===== src/hdl/ald_pkg.sv =====
// Shared types and constants for the ambient light dimmer.
`timescale 1ns / 1ps
package ald_pkg;

	localparam int ADDR_W    = 4;
	localparam int LUX_W     = 16;
	localparam int HOUR_W    = 5;
	localparam int CNT_W     = 5;
	localparam int PER_W     = 8;
	localparam int LVL_W     = 8;
	localparam int NUM_W     = 21;
	localparam int DIV_STEPS = NUM_W;
	localparam int STEP_W    = 5;

	localparam logic [1:0] REG_AVG_COUNT    = 2'd0;
	localparam logic [1:0] REG_WINDOW_START = 2'd1;
	localparam logic [1:0] REG_WINDOW_END   = 2'd2;
	localparam logic [1:0] REG_ADJ_PERIOD   = 2'd3;

	localparam logic [CNT_W-1:0]  RST_AVG_COUNT    = 5'd2;
	localparam logic [HOUR_W-1:0] RST_WINDOW_START = 5'd17;
	localparam logic [HOUR_W-1:0] RST_WINDOW_END   = 5'd23;
	localparam logic [PER_W-1:0]  RST_ADJ_PERIOD   = 8'd2;

	typedef struct packed {
		logic [CNT_W-1:0]  avg_count;
		logic [HOUR_W-1:0] window_start_hour;
		logic [HOUR_W-1:0] window_end_hour;
		logic [PER_W-1:0]  adjust_period;
	} cfg_t;

	typedef struct packed {
		logic load;
		logic mul;
		logic div_step;
		logic avg_wr;
		logic commit;
	} cmd_t;

	typedef struct packed {
		logic lux_phase;
		logic div_last;
		logic out_busy;
	} sts_t;

endpackage


===== src/hdl/ald_regs.sv =====
// Configuration register file behind the APB-style port.
`timescale 1ns / 1ps
module ald_regs (
	input  logic                       clk,
	input  logic                       arst_n,
	input  logic                       psel,
	input  logic                       penable,
	input  logic                       pwrite,
	input  logic [ald_pkg::ADDR_W-1:0] paddr,
	input  logic [31:0]                pwdata,
	output logic [31:0]                prdata,
	output logic                       pready,
	output ald_pkg::cfg_t              cfg
);
	import ald_pkg::*;

	cfg_t cfg_q;
	logic wr_en;

	assign pready = 1'b1;
	assign wr_en  = psel & penable & pwrite & pready;
	assign cfg    = cfg_q;

	always_ff @(posedge clk or negedge arst_n) begin
		if (!arst_n) begin
			cfg_q.avg_count         <= RST_AVG_COUNT;
			cfg_q.window_start_hour <= RST_WINDOW_START;
			cfg_q.window_end_hour   <= RST_WINDOW_END;
			cfg_q.adjust_period     <= RST_ADJ_PERIOD;
		end else if (wr_en) begin
			case (paddr[3:2])
				REG_AVG_COUNT:    cfg_q.avg_count         <= pwdata[CNT_W-1:0];
				REG_WINDOW_START: cfg_q.window_start_hour <= pwdata[HOUR_W-1:0];
				REG_WINDOW_END:   cfg_q.window_end_hour   <= pwdata[HOUR_W-1:0];
				REG_ADJ_PERIOD:   cfg_q.adjust_period     <= pwdata[PER_W-1:0];
				default: ;
			endcase
		end
	end

	always_comb begin
		case (paddr[3:2])
			REG_AVG_COUNT:    prdata = {{(32-CNT_W){1'b0}}, cfg_q.avg_count};
			REG_WINDOW_START: prdata = {{(32-HOUR_W){1'b0}}, cfg_q.window_start_hour};
			REG_WINDOW_END:   prdata = {{(32-HOUR_W){1'b0}}, cfg_q.window_end_hour};
			REG_ADJ_PERIOD:   prdata = {{(32-PER_W){1'b0}}, cfg_q.adjust_period};
			default:          prdata = 32'd0;
		endcase
	end

endmodule


===== src/hdl/ald_ctrl.sv =====
// Sequencing state machine for one tick: load, average update (lux ticks only), decision.
`timescale 1ns / 1ps
module ald_ctrl (
	input  logic          clk,
	input  logic          arst_n,
	input  logic          in_valid,
	output logic          in_stall,
	input  ald_pkg::sts_t sts,
	output ald_pkg::cmd_t cmd
);
	import ald_pkg::*;

	localparam logic [2:0] S_IDLE   = 3'd0;
	localparam logic [2:0] S_MUL    = 3'd1;
	localparam logic [2:0] S_DIV    = 3'd2;
	localparam logic [2:0] S_AVG    = 3'd3;
	localparam logic [2:0] S_DECIDE = 3'd4;

	logic [2:0] state_q;
	logic [2:0] state_nxt;

	assign in_stall = (state_q != S_IDLE);

	always_comb begin
		state_nxt    = state_q;
		cmd          = '0;
		case (state_q)
			S_IDLE: begin
				if (in_valid) begin
					cmd.load  = 1'b1;
					state_nxt = sts.lux_phase ? S_MUL : S_DECIDE;
				end
			end
			S_MUL: begin
				cmd.mul   = 1'b1;
				state_nxt = S_DIV;
			end
			S_DIV: begin
				cmd.div_step = 1'b1;
				if (sts.div_last)
					state_nxt = S_AVG;
			end
			S_AVG: begin
				cmd.avg_wr = 1'b1;
				state_nxt  = S_DECIDE;
			end
			S_DECIDE: begin
				if (!sts.out_busy) begin
					cmd.commit = 1'b1;
					state_nxt  = S_IDLE;
				end
			end
			default: state_nxt = S_IDLE;
		endcase
	end

	always_ff @(posedge clk or negedge arst_n) begin
		if (!arst_n)
			state_q <= S_IDLE;
		else
			state_q <= state_nxt;
	end

endmodule


===== src/hdl/ald_dp.sv =====
// Datapath: tick state, running average with serial divider, level stepping, output beat.
`timescale 1ns / 1ps
module ald_dp #(
	parameter int MAX_LEVEL = 255
) (
	input  logic                       clk,
	input  logic                       arst_n,
	input  ald_pkg::cfg_t              cfg,
	input  ald_pkg::cmd_t              cmd,
	output ald_pkg::sts_t              sts,
	input  logic [ald_pkg::LUX_W-1:0]  lux_reading,
	input  logic [ald_pkg::HOUR_W-1:0] clock_hour,
	output logic                       out_valid,
	input  logic                       out_stall,
	output logic [ald_pkg::LVL_W-1:0]  drive_value,
	output logic                       blanked
);
	import ald_pkg::*;

	localparam logic [LVL_W-1:0] LVL_LIM = (MAX_LEVEL > 255) ? 8'd255 : LVL_W'(MAX_LEVEL);
	localparam logic [LVL_W-1:0] MAX_LO  = LVL_W'(MAX_LEVEL);

	logic              phase_q;
	logic [LUX_W-1:0]  avg_q;
	logic [HOUR_W-1:0] hour_q;
	logic [PER_W-1:0]  tick_q;
	logic [LVL_W-1:0]  level_q;
	logic [LUX_W-1:0]  lux_q;
	logic [CNT_W-1:0]  n_q;
	logic [NUM_W-1:0]  num_q;
	logic [CNT_W-1:0]  rem_q;
	logic [STEP_W-1:0] step_q;
	logic              out_valid_q;
	logic [LVL_W-1:0]  drive_q;
	logic              blanked_q;

	logic [NUM_W-1:0]  numer;
	logic [CNT_W:0]    rem_sh;
	logic              rem_ge;
	logic [CNT_W:0]    rem_sub;
	logic              in_window;
	logic              step_due;
	logic [LVL_W:0]    lvl_nxt;
	logic [LVL_W-1:0]  lvl_clamp;

	assign numer   = NUM_W'(avg_q) * NUM_W'(n_q - 5'd1) + NUM_W'(lux_q);
	assign rem_sh  = {rem_q, num_q[NUM_W-1]};
	assign rem_ge  = (rem_sh >= {1'b0, n_q});
	assign rem_sub = rem_sh - {1'b0, n_q};

	assign in_window = (hour_q > cfg.window_start_hour) && (hour_q < cfg.window_end_hour);
	assign step_due  = (tick_q >= cfg.adjust_period);

	always_comb begin
		if ({1'b0, avg_q} > (LUX_W+1)'(level_q) + 17'd1)
			lvl_nxt = {1'b0, level_q} + 9'd1;
		else if (avg_q < LUX_W'(level_q))
			lvl_nxt = {1'b0, level_q} - 9'd1;
		else
			lvl_nxt = {1'b0, level_q};
		lvl_clamp = (lvl_nxt > {1'b0, LVL_LIM}) ? LVL_LIM : lvl_nxt[LVL_W-1:0];
	end

	assign sts.lux_phase = ~phase_q;
	assign sts.div_last  = (step_q == STEP_W'(DIV_STEPS - 1));
	assign sts.out_busy  = out_valid_q & out_stall;

	assign out_valid   = out_valid_q;
	assign drive_value = drive_q;
	assign blanked     = blanked_q;

	always_ff @(posedge clk or negedge arst_n) begin
		if (!arst_n) begin
			phase_q     <= 1'b0;
			avg_q       <= '0;
			hour_q      <= '0;
			tick_q      <= '0;
			level_q     <= '0;
			step_q      <= '0;
			out_valid_q <= 1'b0;
		end else begin
			if (cmd.load) begin
				phase_q <= ~phase_q;
				if (tick_q != '1)
					tick_q <= tick_q + 8'd1;
				if (phase_q)
					hour_q <= clock_hour;
			end
			if (cmd.mul)
				step_q <= '0;
			else if (cmd.div_step)
				step_q <= step_q + 5'd1;
			if (cmd.avg_wr)
				avg_q <= num_q[LUX_W-1:0];
			if (cmd.commit && in_window && step_due) begin
				level_q <= lvl_clamp;
				tick_q  <= '0;
			end
			if (cmd.commit && (!in_window || step_due))
				out_valid_q <= 1'b1;
			else if (!out_stall)
				out_valid_q <= 1'b0;
		end
	end

	// payload registers
	always_ff @(posedge clk) begin
		if (cmd.load) begin
			lux_q <= lux_reading;
			n_q   <= (cfg.avg_count == '0) ? 5'd1 : cfg.avg_count;
		end
		if (cmd.mul) begin
			num_q <= numer;
			rem_q <= '0;
		end else if (cmd.div_step) begin
			num_q <= {num_q[NUM_W-2:0], rem_ge};
			rem_q <= rem_ge ? rem_sub[CNT_W-1:0] : rem_sh[CNT_W-1:0];
		end
		if (cmd.commit) begin
			if (!in_window) begin
				drive_q   <= '0;
				blanked_q <= 1'b1;
			end else if (step_due) begin
				drive_q   <= MAX_LO - lvl_clamp;
				blanked_q <= 1'b0;
			end
		end
	end

endmodule


===== src/hdl/ambient_light_dimmer.sv =====
// Top level of the ambient light dimmer: config port, controller and datapath.
// Order: a clock-phase tick goes load, decide; a lux-phase tick goes load, multiply,
// restoring divider (21 one-bit steps), average, decide (held by a stalled beat).
// Throughput: one tick at a time; in_stall holds new input until decide commits.
// Reset: arst_n clears control state, not payload; loads defaults; no clearing pass.
`timescale 1ns / 1ps
module ambient_light_dimmer #(
	parameter int MAX_LEVEL = 255
) (
	input  logic                       clk,
	input  logic                       arst_n,
	input  logic                       in_valid,
	output logic                       in_stall,
	input  logic [ald_pkg::LUX_W-1:0]  lux_reading,
	input  logic [ald_pkg::HOUR_W-1:0] clock_hour,
	output logic                       out_valid,
	input  logic                       out_stall,
	output logic [ald_pkg::LVL_W-1:0]  drive_value,
	output logic                       blanked,
	input  logic                       psel,
	input  logic                       penable,
	input  logic                       pwrite,
	input  logic [ald_pkg::ADDR_W-1:0] paddr,
	input  logic [31:0]                pwdata,
	output logic [31:0]                prdata,
	output logic                       pready
);
	import ald_pkg::*;

	cfg_t cfg;
	cmd_t cmd;
	sts_t sts;

	ald_regs u_regs (
		.clk     (clk),
		.arst_n  (arst_n),
		.psel    (psel),
		.penable (penable),
		.pwrite  (pwrite),
		.paddr   (paddr),
		.pwdata  (pwdata),
		.prdata  (prdata),
		.pready  (pready),
		.cfg     (cfg)
	);

	ald_ctrl u_ctrl (
		.clk      (clk),
		.arst_n   (arst_n),
		.in_valid (in_valid),
		.in_stall (in_stall),
		.sts      (sts),
		.cmd      (cmd)
	);

	ald_dp #(
		.MAX_LEVEL (MAX_LEVEL)
	) u_dp (
		.clk         (clk),
		.arst_n      (arst_n),
		.cfg         (cfg),
		.cmd         (cmd),
		.sts         (sts),
		.lux_reading (lux_reading),
		.clock_hour  (clock_hour),
		.out_valid   (out_valid),
		.out_stall   (out_stall),
		.drive_value (drive_value),
		.blanked     (blanked)
	);

	a_busy_after_beat: assert property (@(posedge clk) disable iff (!arst_n)
		in_valid && !in_stall |=> in_stall)
		else $error("block not busy after input beat");

	a_blank_zero: assert property (@(posedge clk) disable iff (!arst_n)
		out_valid && blanked |-> drive_value == '0)
		else $error("blanked beat with nonzero drive");

	a_result_from_work: assert property (@(posedge clk) disable iff (!arst_n)
		$rose(out_valid) |-> $past(in_stall))
		else $error("result beat without a tick in progress");

endmodule


===== config.mk =====
export PLATFORM = sky130hd
export DESIGN_NAME = ambient_light_dimmer
export DESIGN_NICKNAME = d
export VERILOG_FILES = /design/src/hdl/ald_pkg.sv /design/src/hdl/ald_regs.sv /design/src/hdl/ald_ctrl.sv /design/src/hdl/ald_dp.sv /design/src/hdl/ambient_light_dimmer.sv
export SDC_FILE = /design/constraint.sdc
export NUM_CORES = 1
export LEC_CHECK = 0
export BUFFER_PORTS_ARGS = -buffer_cell sky130_fd_sc_hd__buf_2
export CORE_MARGIN = 5
export CORE_UTILIZATION = 30
export CTS_CLUSTER_DIAMETER = 80
export DETAILED_ROUTE_END_ITERATION = 8
export REMOVE_ABC_BUFFERS = 1
export SYNTH_ARGS = -nofsm -noshare
export SYNTH_HDL_FRONTEND = slang
export SYNTH_SLANG_ARGS = --single-unit

===== constraint.sdc =====
create_clock -name clk -period 14 [get_ports clk]
set_input_delay 0.7 -clock clk [delete_from_list [all_inputs] [get_ports clk]]
set_output_delay 0.7 -clock clk [all_outputs]
set_load 0.02 [all_outputs]

### Word level (Yosys, flattened, before mapping)

Cells that the tools add are included.

| word-level totals | value |
|---|---|
| bits in registers | 126 |
| input port bits | 64 |
| output and inout port bits | 44 |
| word-level logic and storage cells | 102 |

| operators by class | value |
|---|---|
| add/sub/neg operators | 9 |
| $mul | 1 |
| order comparisons | 7 |
| equal/unequal tests | 14 |
| muxes and demuxes | 28 |
| bitwise gates (word level) | 4 |
| reduce and logical (&&, ||, !) cells | 21 |

Operator list:

| kind | number |
|---|---|
| 32-bit one-hot mux with 4 select lines | 1 |
| 21-bit 2-to-1 mux | 2 |
| 8-bit 2-to-1 mux | 5 |
| 21-bit by 16-bit adder with 21-bit output | 1 |
| 16-bit by 21-bit multiplier with 21-bit output | 1 |
| 8-bit by 1-bit adder with 9-bit output, second input constant | 2 |
| 9-bit 2-to-1 mux | 2 |
| 16-bit by 17-bit greater-than comparator with 1-bit output | 1 |
| 16-bit by 8-bit < comparator with 1-bit output | 1 |
| 5-bit 2-to-1 mux | 3 |
| 3-bit one-hot mux with 5 select lines | 1 |
| 2-bit AND reduction | 7 |
| 3-bit 2-to-1 mux | 4 |
| 1-bit 2-to-1 mux | 10 |
| 9-bit by 8-bit greater-than comparator with 1-bit output, second input constant | 1 |
| 8-bit by 1-bit subtractor with 9-bit output, second input constant | 1 |
| 8-bit by 1-bit adder with 8-bit output, second input constant | 1 |
| 8-bit greater-or-equal comparator | 1 |
| 2-bit != test, second input constant | 4 |
| 8-bit != test, second input constant | 1 |
| 8-bit subtractor, first input constant | 1 |
| 3-bit by 2-bit == test with 1-bit output, second input constant | 2 |
| 6-bit by 5-bit greater-or-equal comparator with 1-bit output | 1 |
| 2-bit nonzero test | 3 |
| 21 further kinds | 27 |

### Depth between registers and ports, before layout

Gate-level depths: netlist of the first run.

| depth | value |
|---|---|
| depth in word-level cells | 7 |
| mapped depth | 27 |
| mapped depth without buffers | 25 |

### By module

From an unflattened synthesis of the first run, not the netlist that was laid out.

| second synthesis, totals | value |
|---|---|
| cell total of the unflattened synthesis | 1027 |
| area, all modules | 10591.4 um2 |

Modules (own cells, without submodules):

| module | instances | cells each | area each (um2) | sequential area each (um2) |
|---|---|---|---|---|
| ald_dp | 1 | 916 | 9126.3 | 2732.6 |
| ald_regs | 1 | 90 | 1261.2 | 585.6 |
| ald_ctrl | 1 | 21 | 203.9 | 75.1 |

### Worst setup path before layout of the first run

OpenSTA, ideal clock, no wires.

| timing path | value |
|---|---|
| path kind | register to register |
| start | register u_dp.n_q[2] |
| end | register u_dp.num_q[20], data pin |
| setup time | 0.256 ns |
| arrival time | 6.433 ns |
| data required time | 13.744 ns |
| path slack | 7.311 ns |
| stages on the path, launching flop included | 24 |
| path buffers | 1 |
| clock period less this slack | 6.689 ns |
| cell sequence | edfxtp_1 > nor3_1 > and3_1 > clkbuf_1 > nand2_1 > inv_1 > fa_1 > inv_1 > fa_1 > inv_1 > ha_1 > xnor2_1 > fa_1 > fa_1 > inv_1 > fa_1 > inv_1 > ha_1 > a21o_2 > o41a_1 > a211o_2 > o31ai_4 > xnor2_1 > o21ai_1 |

| between the ends | value |
|---|---|
| word-level cells in the longest chain between the ends | 4 |

Ends and longest elaborated chain:

| element | line | RTL |
|---|---|---|
| start: declaration | ald_dp.sv:29 | `logic [CNT_W-1:0] n_q;` |
| start signal: assignment | ald_dp.sv:110 | `n_q <= (cfg.avg_count == '0) ? 5'd1 : cfg.avg_count;` |
| 5-bit by 1-bit subtractor with 6-bit output | ald_dp.sv:46 | `assign numer = NUM_W'(avg_q) * NUM_W'(n_q - 5'd1) + NUM_W'(lux_q);` |
| 16-bit by 21-bit multiplier with 21-bit output | ald_dp.sv:46 |  |
| 21-bit by 16-bit adder with 21-bit output | ald_dp.sv:46 |  |
| 21-bit 2-to-1 mux | ald_dp.sv:112 | `if (cmd.mul) begin` |
| end signal: assignment | ald_dp.sv:113 | `num_q <= numer;` |
| end signal: assignment | ald_dp.sv:116 | `num_q <= {num_q[NUM_W-2:0], rem_ge};` |
| end: declaration | ald_dp.sv:30 | `logic [NUM_W-1:0] num_q;` |

No other way between the ends.
A chain may end at the register's enable or synchronous reset.

### Final worst setup path of the first run

| timing path | value |
|---|---|
| start | register u_dp.n_q[0] |
| end | register u_dp.num_q[20], data pin |

The elaborated chain is that of the path after synthesis.

==> results by group, run 1 <==
Floorplan
  – Die X: 210.1 µm
  – # IOs: 108
  – Cell Rows: 73
  – Die height: 210.1 µm
  – Core area: 39640 µm²
  – Die Footprint: 44130 µm²
  – Initial core utilization: 30.29%

Worst setup path
  – Delay-heaviest family, CP: adder cells
  – Startpoint Class: flip-flop
  – Critical Path RT: 14.18 ns
  – Crit Path Class: reg -> reg
  – Worst Setup SP: u_dp.n_q[0]$_SDFFCE_PN1P_
  – Critical path cell sequence: buf_4 > nor3_1 > and3_1 > nand2_1 > inv_1 > fa_1 > inv_1 > fa_1 > inv_1 > ha_1 > xnor2_1 > fa_1 > fa_1 > inv_1 > fa_1 > inv_1 > ha_1 > a21o_2 > o41a_1 > a211o_2 > o31ai_4 > xnor2_1 > o21ai_1
  – Slowest stage cell, crit path: and3_1
  – Largest driver fanout on the critical path: 16
  – Critical Path Max Stage Delay: 0.67 ns
  – CP Data Arrival Time: 7.87 ns
  – CP Buf/Inv Count: 6
  – CP Capture Type: flip-flop
  – Critical R2R Launch: u_dp.n_q[0]$_SDFFCE_PN1P_

Routing
  – Mean number of vias per cell: 4.535
  – Iteration-0 DRC count of the detailed router: 482
  – Antenna viol nets, final: 0
  – DR pass1 iterations: 5
  – Vias after detailed routing: 8195
  – WL/cell: 14.49 µm
  – Post-detailed-route DRC marker count: 0
  – Post-detailed-routing wire length: 26.18 mm

Yosys
  – Syn Area/Cell: 9.851 µm²
  – FFs w/ async S/R, synth: 55.56%
  – Ys Warns: 0
  – Post-synth EDFFs: 51
  – Simple-gate area share of the yosys netlist: 11.86%
  – Yosys reg bits: 126
  – Largest family of logic cells by synthesized area: adder cells
  – Sequential area share after synthesis: 28.26%
  – Mux cell area share after synthesis: 4.303%
  – Number of unique standard cell types used by synthesis: 63
  – Synth Area in Compound Gates: 8.232%
  – Adder-Cell Fraction of Synth Area: 32.36%
  – Mapped cell area: 12010 µm²
  – Cells after Synth: 1219
  – Primary FF master, synth: dfrtp_1
  – Synth Area in XOR/XNOR: 4.376%

Timing
  – Min Tclk post-route: 7.694 ns
  – Skew final: 0.01565 ns
  – Fin crit share: 54.96%
  – FMAX: 130.0 MHz
  – Setup_tns: 0 ns
  – Slew headroom: 33.34%
  – Final setup fails: 0
  – Final Hold Vio Count: 0
  – Max-slew violations: 0
  – Worst Max-Slew Pin Slew: 0.9978 ns
  – Unrepaired setup endpoints after global routing: no

Layout
  – Synthesis-to-layout area growth: 11.47%
  – Ratio of cells with drive above 1 in the final layout: 12.25%
  – ANT cells: 0
  – Nets: 1568
  – Register area: 3393 µm²
  – Most frequent cells in the layout: inv_1 (253), fa_1 (126), ha_1 (109)
  – Final instance count without filler cells: 1807
  – Final Cell Area: 13390 µm²
  – Commonest non-fill, non-tap cell in the layout: inv_1
  – Fillers: 4090
  – Multi-input combinational cell area: 7466 µm²

Clocking
  – CTS resizes: 0
  – Clk Latency, worst-skew pair: 0.44 ns
  – CTS sink count: 126
  – Setup bufs post-CTS: 0
  – CTS tree: done
  – CTS Root Cell: clkbuf_16
  – Hold Buf Count CTS: 0
  – H-tree Lvls: 4
  – Clk pin slew, worst setup/hold paths: 0.07 ns
  – Clock Path Buffers: 2
  – CTS buffer count: 17

Global routing
  – Via count of the first global-routing pass: 8602
  – GRT overflow: 0
  – Met3 Track Usage GR: 2.590%
  – GR Layer Usage met2: 19.86%
  – Initial antenna violation count: 1
  – Grt met1 use: 17.10%
  – GR peak layer: met2
  – Total GRT Usage: 12.27%
  – First-pass GRT wire length: 43.66 mm
  – Largest net degree at the start of global routing: 71

Run
  – Maxcap violations: 0

Worst hold path
  – Hold Path Class: in -> reg
  – Hold Path Origin: lux_reading[8]

Placed design
  – DPL Wire Length: 20.19 mm
  – Placed Area: 12800 µm²
  – IO buf count: 56
  – GPL Wtd Cong: 0.8356
  – Placed cells: 1775

Outcome
  – Status: finished clean
sequential cells by signal (all words and copies together), names as in the netlist:
name and flops:
u_dp.n_q 5, u_dp.step_q 5, u_dp.hour_q 5, u_dp.avg_q 16, u_dp.rem_q 5, u_dp.drive_value 8, u_ctrl.state_q 3, u_dp.blanked 1
u_dp.tick_q 8, u_dp.out_valid 1, u_dp.lux_q 16, u_dp.phase_q 1, u_dp.level_q 8, u_dp.num_q 21, u_regs.cfg 23
worst register-to-register path, cell delays in order, from the launching register on:
cell and delay [ns]:
edfxtp_1 0.38, buf_4 0.22, nor3_1 0.34, and3_1 0.67, nand2_1 0.21, inv_1 0.17, fa_1 0.49, inv_1 0.23
fa_1 0.52, inv_1 0.28, ha_1 0.31, xnor2_1 0.18, fa_1 0.47, fa_1 0.55, inv_1 0.06, fa_1 0.53
inv_1 0.06, ha_1 0.34, a21o_2 0.21, o41a_1 0.42, a211o_2 0.35, o31ai_4 0.21, xnor2_1 0.15, o21ai_1 0.08
layout make-up:
class,count,area share (%)
clock buffers,19,3.468
clock inverters,13,0.9161
inverters,253,7.095
multi-input cells,808,55.78
flip-flops and latches,126,25.35
well taps,525,4.907
repair buffers,63,2.486
path summary, 6_finish.rpt:
kind / end / slack (ns) / cells past startpoint
max: u_dp.num_q[20]$_DFFE_PP_ / 6.31 / 23
min: u_dp.lux_q[8]$_DFFE_PP_ / 0.43 / 1
max reg2reg: u_dp.num_q[20]$_DFFE_PP_ / 6.31 / 23
min reg2reg: u_dp.step_q[4]$_DFFE_PN0P_ / 0.49 / 1
max in group asynchronous: u_dp.avg_q[10]$_DFFE_PN0P_ / 12.89 / 2
min in group asynchronous: u_dp.level_q[0]$_DFFE_PN0P_ / 0.49 / 2
synth_stat cells, drive strengths merged, types with 3 or more instances:
library cell,count,area share [%]
a211o,4,0.30
a211oi,5,0.35
a21boi,4,0.25
a21o,8,0.51
a21oi,38,1.6
a31oi,9,0.47
and2,39,2.0
and3,9,0.48
buf,29,1.8
clkbuf,26,0.81
dfrtp,62,13
dfstp,8,1.8
dfxtp,5,0.83
edfxtp,51,13
fa,126,21
ha,109,11
inv,253,7.9
mux2,35,3.3
mux4,5,0.94
nand2,103,3.2
nand2b,16,0.83
nand3,17,0.71
nand4,9,0.47
nor2,50,1.6
nor2b,25,1.3
nor3,14,0.58
o211ai,4,0.25
o21a,5,0.31
o21ai,59,2.5
o22ai,3,0.16
o31ai,4,0.59
or3,4,0.21
xnor2,40,2.9
xor2,20,1.5
kinds of logic (layout without fill, tap and decap cells):
| family | count (synthesis) | after routing |
|---|---|---|
| compound gates | 155 | 155 |
| flops | 126 | 126 |
| simple gates | 292 | 292 |
| xor+xnor | 60 | 60 |
| fa+ha+maj | 235 | 235 |
| other cells | 2 | 25 |
| buf+inv | 308 | 348 |
| mux | 41 | 41 |
metrics by stage:
stage          hold slack, ns  util, %  setup WS (ns)
2_1_floorplan          0.4044        -          7.283
3_3_place_gp           0.4710    32.29          6.360
3_5_place_dp           0.4756    32.29          6.267
4_1_cts                0.4094    33.77          6.238
5_1_grt                0.4102    33.77          5.940
6_report               0.4318    33.77          6.306
layer usage:
layer / part of all wire [%] / routed length [µm]
met5: 0.050 / 13
met2: 48 / 12550
met3: 3.7 / 962
met4: 1.2 / 319
met1: 47 / 12340
Power of run 1 is not shown: default switching activity piles up to over one toggle a cycle in this logic, so the estimate is an artifact.
==> run 2: changes to the inputs <==
clock period = 6.7 ns   (was 14 ns; I/O delays follow)
==> run 2 against run 1 <==
Against the previous run: via count increased by 1.2%; worst hold slack got worse by 0.35 ns; first-iteration DRC count increased by 4.1%; worst setup slack got worse by 6.1 ns; flip-flop and latch count unchanged; critical path type unchanged; fmax increased by 18%.
==> results by group, run 2 (same netlist as run 1, synthesis figures left out) <==
Outcome
  – Status: finished clean

Clocking
  – CTS tree: done
  – CTS Root Cell: clkbuf_16
  – H-tree Lvls: 4 (unchanged)
  – Clk pin slew, worst setup/hold paths: 0.07 ns (about the same)
  – CTS sink count: 126 (unchanged)
  – CTS buffer count: 17 (unchanged)
  – Clock Path Buffers: 2 (unchanged)
  – Clk Latency, worst-skew pair: 0.43 ns (about the same)

Worst setup path
  – Critical Path RT: 6.86 ns (-7.32 ns)
  – Slowest stage cell, crit path: fa_2
  – Critical path endpoint: u_dp.num_q[20]$_DFFE_PP_
  – Critical Path Max Stage Delay: 0.55 ns (-0.12 ns)
  – Crit path top cell by count: inv_1
  – Largest driver fanout on the critical path: 3 (-13)
  – RR Endpoint: u_dp.num_q[20]$_DFFE_PP_
  – Worst Setup SP: u_dp.n_q[0]$_SDFFCE_PN1P_
  – Crit Path Class: reg -> reg
  – Critical R2R Launch: u_dp.n_q[0]$_SDFFCE_PN1P_
  – CP Capture Type: flip-flop
  – Flop2flop setup slack: 0.19 ns (-6.11 ns)
  – CP Data Arrival Time: 6.66 ns (-1.21 ns)
  – Reg2Reg Depth: 25 (+8.7%)
  – Startpoint Class: flip-flop

Global routing
  – Via count of the first global-routing pass: 8541 (-0.71%)
  – GRT overflow: 0 (unchanged)
  – First-pass GRT wire length: 43.57 mm (-0.21%)
  – Initial antenna violation count: 2 (+1)
  – Total GRT Usage: 12.14% (-0.13 points)
  – Largest net degree at the start of global routing: 71 (unchanged)

Timing
  – Max-slew violations: 0 (unchanged)
  – Final Hold Vio Count: 0 (unchanged)
  – Skew final: 0.01432 ns (-0.001338 ns)
  – FMAX: 153.6 MHz (+18%)
  – Min Tclk post-route: 6.508 ns (-1.186 ns)
  – Fin crit share: 97.14% (+42 points)
  – Worst hold slack: 0.07892 ns (-0.3529 ns)
  – Final setup fails: 0 (unchanged)
  – Worst Max-Slew Pin Slew: 0.9855 ns (-0.01230 ns)
  – Slew headroom: 34.23% (+0.89 points)

Routing
  – Post-detailed-route DRC marker count: 0 (unchanged)
  – Vias after detailed routing: 8294 (+1.2%)
  – Antenna viol nets, final: 0 (unchanged)
  – Iteration-0 DRC count of the detailed router: 502 (+4.1%)
  – WL/cell: 14.48 µm (about the same)
  – DR pass1 iterations: 4 (-1)
  – Post-detailed-routing wire length: 26.65 mm (+1.8%)
  – Mean number of vias per cell: 4.505 (-0.66%)

Layout
  – Nets: 1602 (+2.2%)
  – Commonest non-fill, non-tap cell in the layout: inv_1
  – Synthesis-to-layout area growth: 15.32%
  – Number of flip-flops in the largest register: 23 (unchanged)
  – Most frequent cells in the layout: inv_1 (246), fa_1 (120), nand2_1 (99), ha_1 (99), dfrtp_1 (62)
  – Ratio of cells with drive above 1 in the final layout: 17.02% (+4.8 points)
  – ANT cells: 0 (unchanged)

Placed design
  – GPL Wtd Cong: 0.8399 (+0.51%)
  – IO buf count: 56 (unchanged)
  – DPL Wire Length: 20.91 mm (+3.5%)

Floorplan
  – Cell Rows: 73 (unchanged)
  – Die Footprint: 44130 µm² (unchanged)
  – Die height: 210.1 µm (unchanged)
  – Die X: 210.1 µm (unchanged)
  – Initial core utilization: 30.29% (unchanged)
  – # IOs: 108 (unchanged)
  – Core area: 39640 µm² (unchanged)

Worst hold path
  – Hold Path Class: in -> reg

Run
  – Maxcap violations: 0 (unchanged)
[run 2: repair_timing]
item	in CTS	in global routing
hold buffers	0	0
buffers inserted	0	10
endpoints found under the hold margin	0	0
endpoints found under the setup margin	0	5
resized for setup	0	48
[run 2: final cells by class]
class                   instances  area, µm²
fillers                      3998      25790
multi-input cells             808       7644
flip-flops and latches        126       3393
inverters                     253      949.7
well taps                     525      656.9
repair buffers                 97      606.8
clock buffers                  21      481.7
clock inverters                11      115.1
[run 2: worst max-delay path, delay by kind of cell (launching register included)]
kind | cells | cell delay [ns]
AO/OA/AOI/OAI | 6 | 1.44
buffers and inverters | 6 | 0.48
XOR/XNOR | 2 | 0.21
AND/OR/NAND/NOR | 3 | 0.43
flip-flops | 1 | 0.41
adder cells (fa/ha/maj) | 8 | 3.27
[run 2: how the worst min path moves through the flow]
stage / startpoint / end / slack [ns] / cells past startpoint
final: lux_reading[5] / u_dp.lux_q[5]$_DFFE_PP_ / 0.08 / 1
after CTS: lux_reading[5] / u_dp.lux_q[5]$_DFFE_PP_ / 0.06 / 1
after global placement: u_dp.rem_q[4]$_SDFFE_PP0P_ / u_dp.rem_q[4]$_SDFFE_PP0P_ / 0.48 / 1
after global routing: lux_reading[3] / u_dp.lux_q[3]$_DFFE_PP_ / 0.06 / 1
after floorplan: arst_n / u_ctrl.state_q[0]$_DFFE_PN0P_ / 0.04 / 0
after detailed placement: u_dp.rem_q[2]$_SDFFE_PP0P_ / u_dp.rem_q[2]$_SDFFE_PP0P_ / 0.48 / 2
[run 2: per-layer routing]
layer	global-route usage (%)	vias to the layer above	wire, µm
met2	20.06	136	12820
met1	16.98	4117	12630
met3	2.292	23	972
met5	0	-	27
li1	-	4014	-
met4	2.003	4	202
[run 2: stage by stage]
step / utilization [%] / TNS (ns) / area (µm²) / std cells / setup WS, ns
after global placement: 32.70 / 0 / 12960 / 1800 / 0.09063
after floorplan: - / -0.01742 / 11780 / 1187 / -0.01742
final: 34.93 / 0 / 13850 / 1841 / 0.1916
after detailed placement: 32.70 / 0 / 12960 / 1800 / 0.06585
after global routing: 34.93 / -0.03252 / 13850 / 1841 / -0.03252
after CTS: 34.21 / 0 / 13560 / 1832 / 0.06006
Power of run 2 is left out for the same reason.
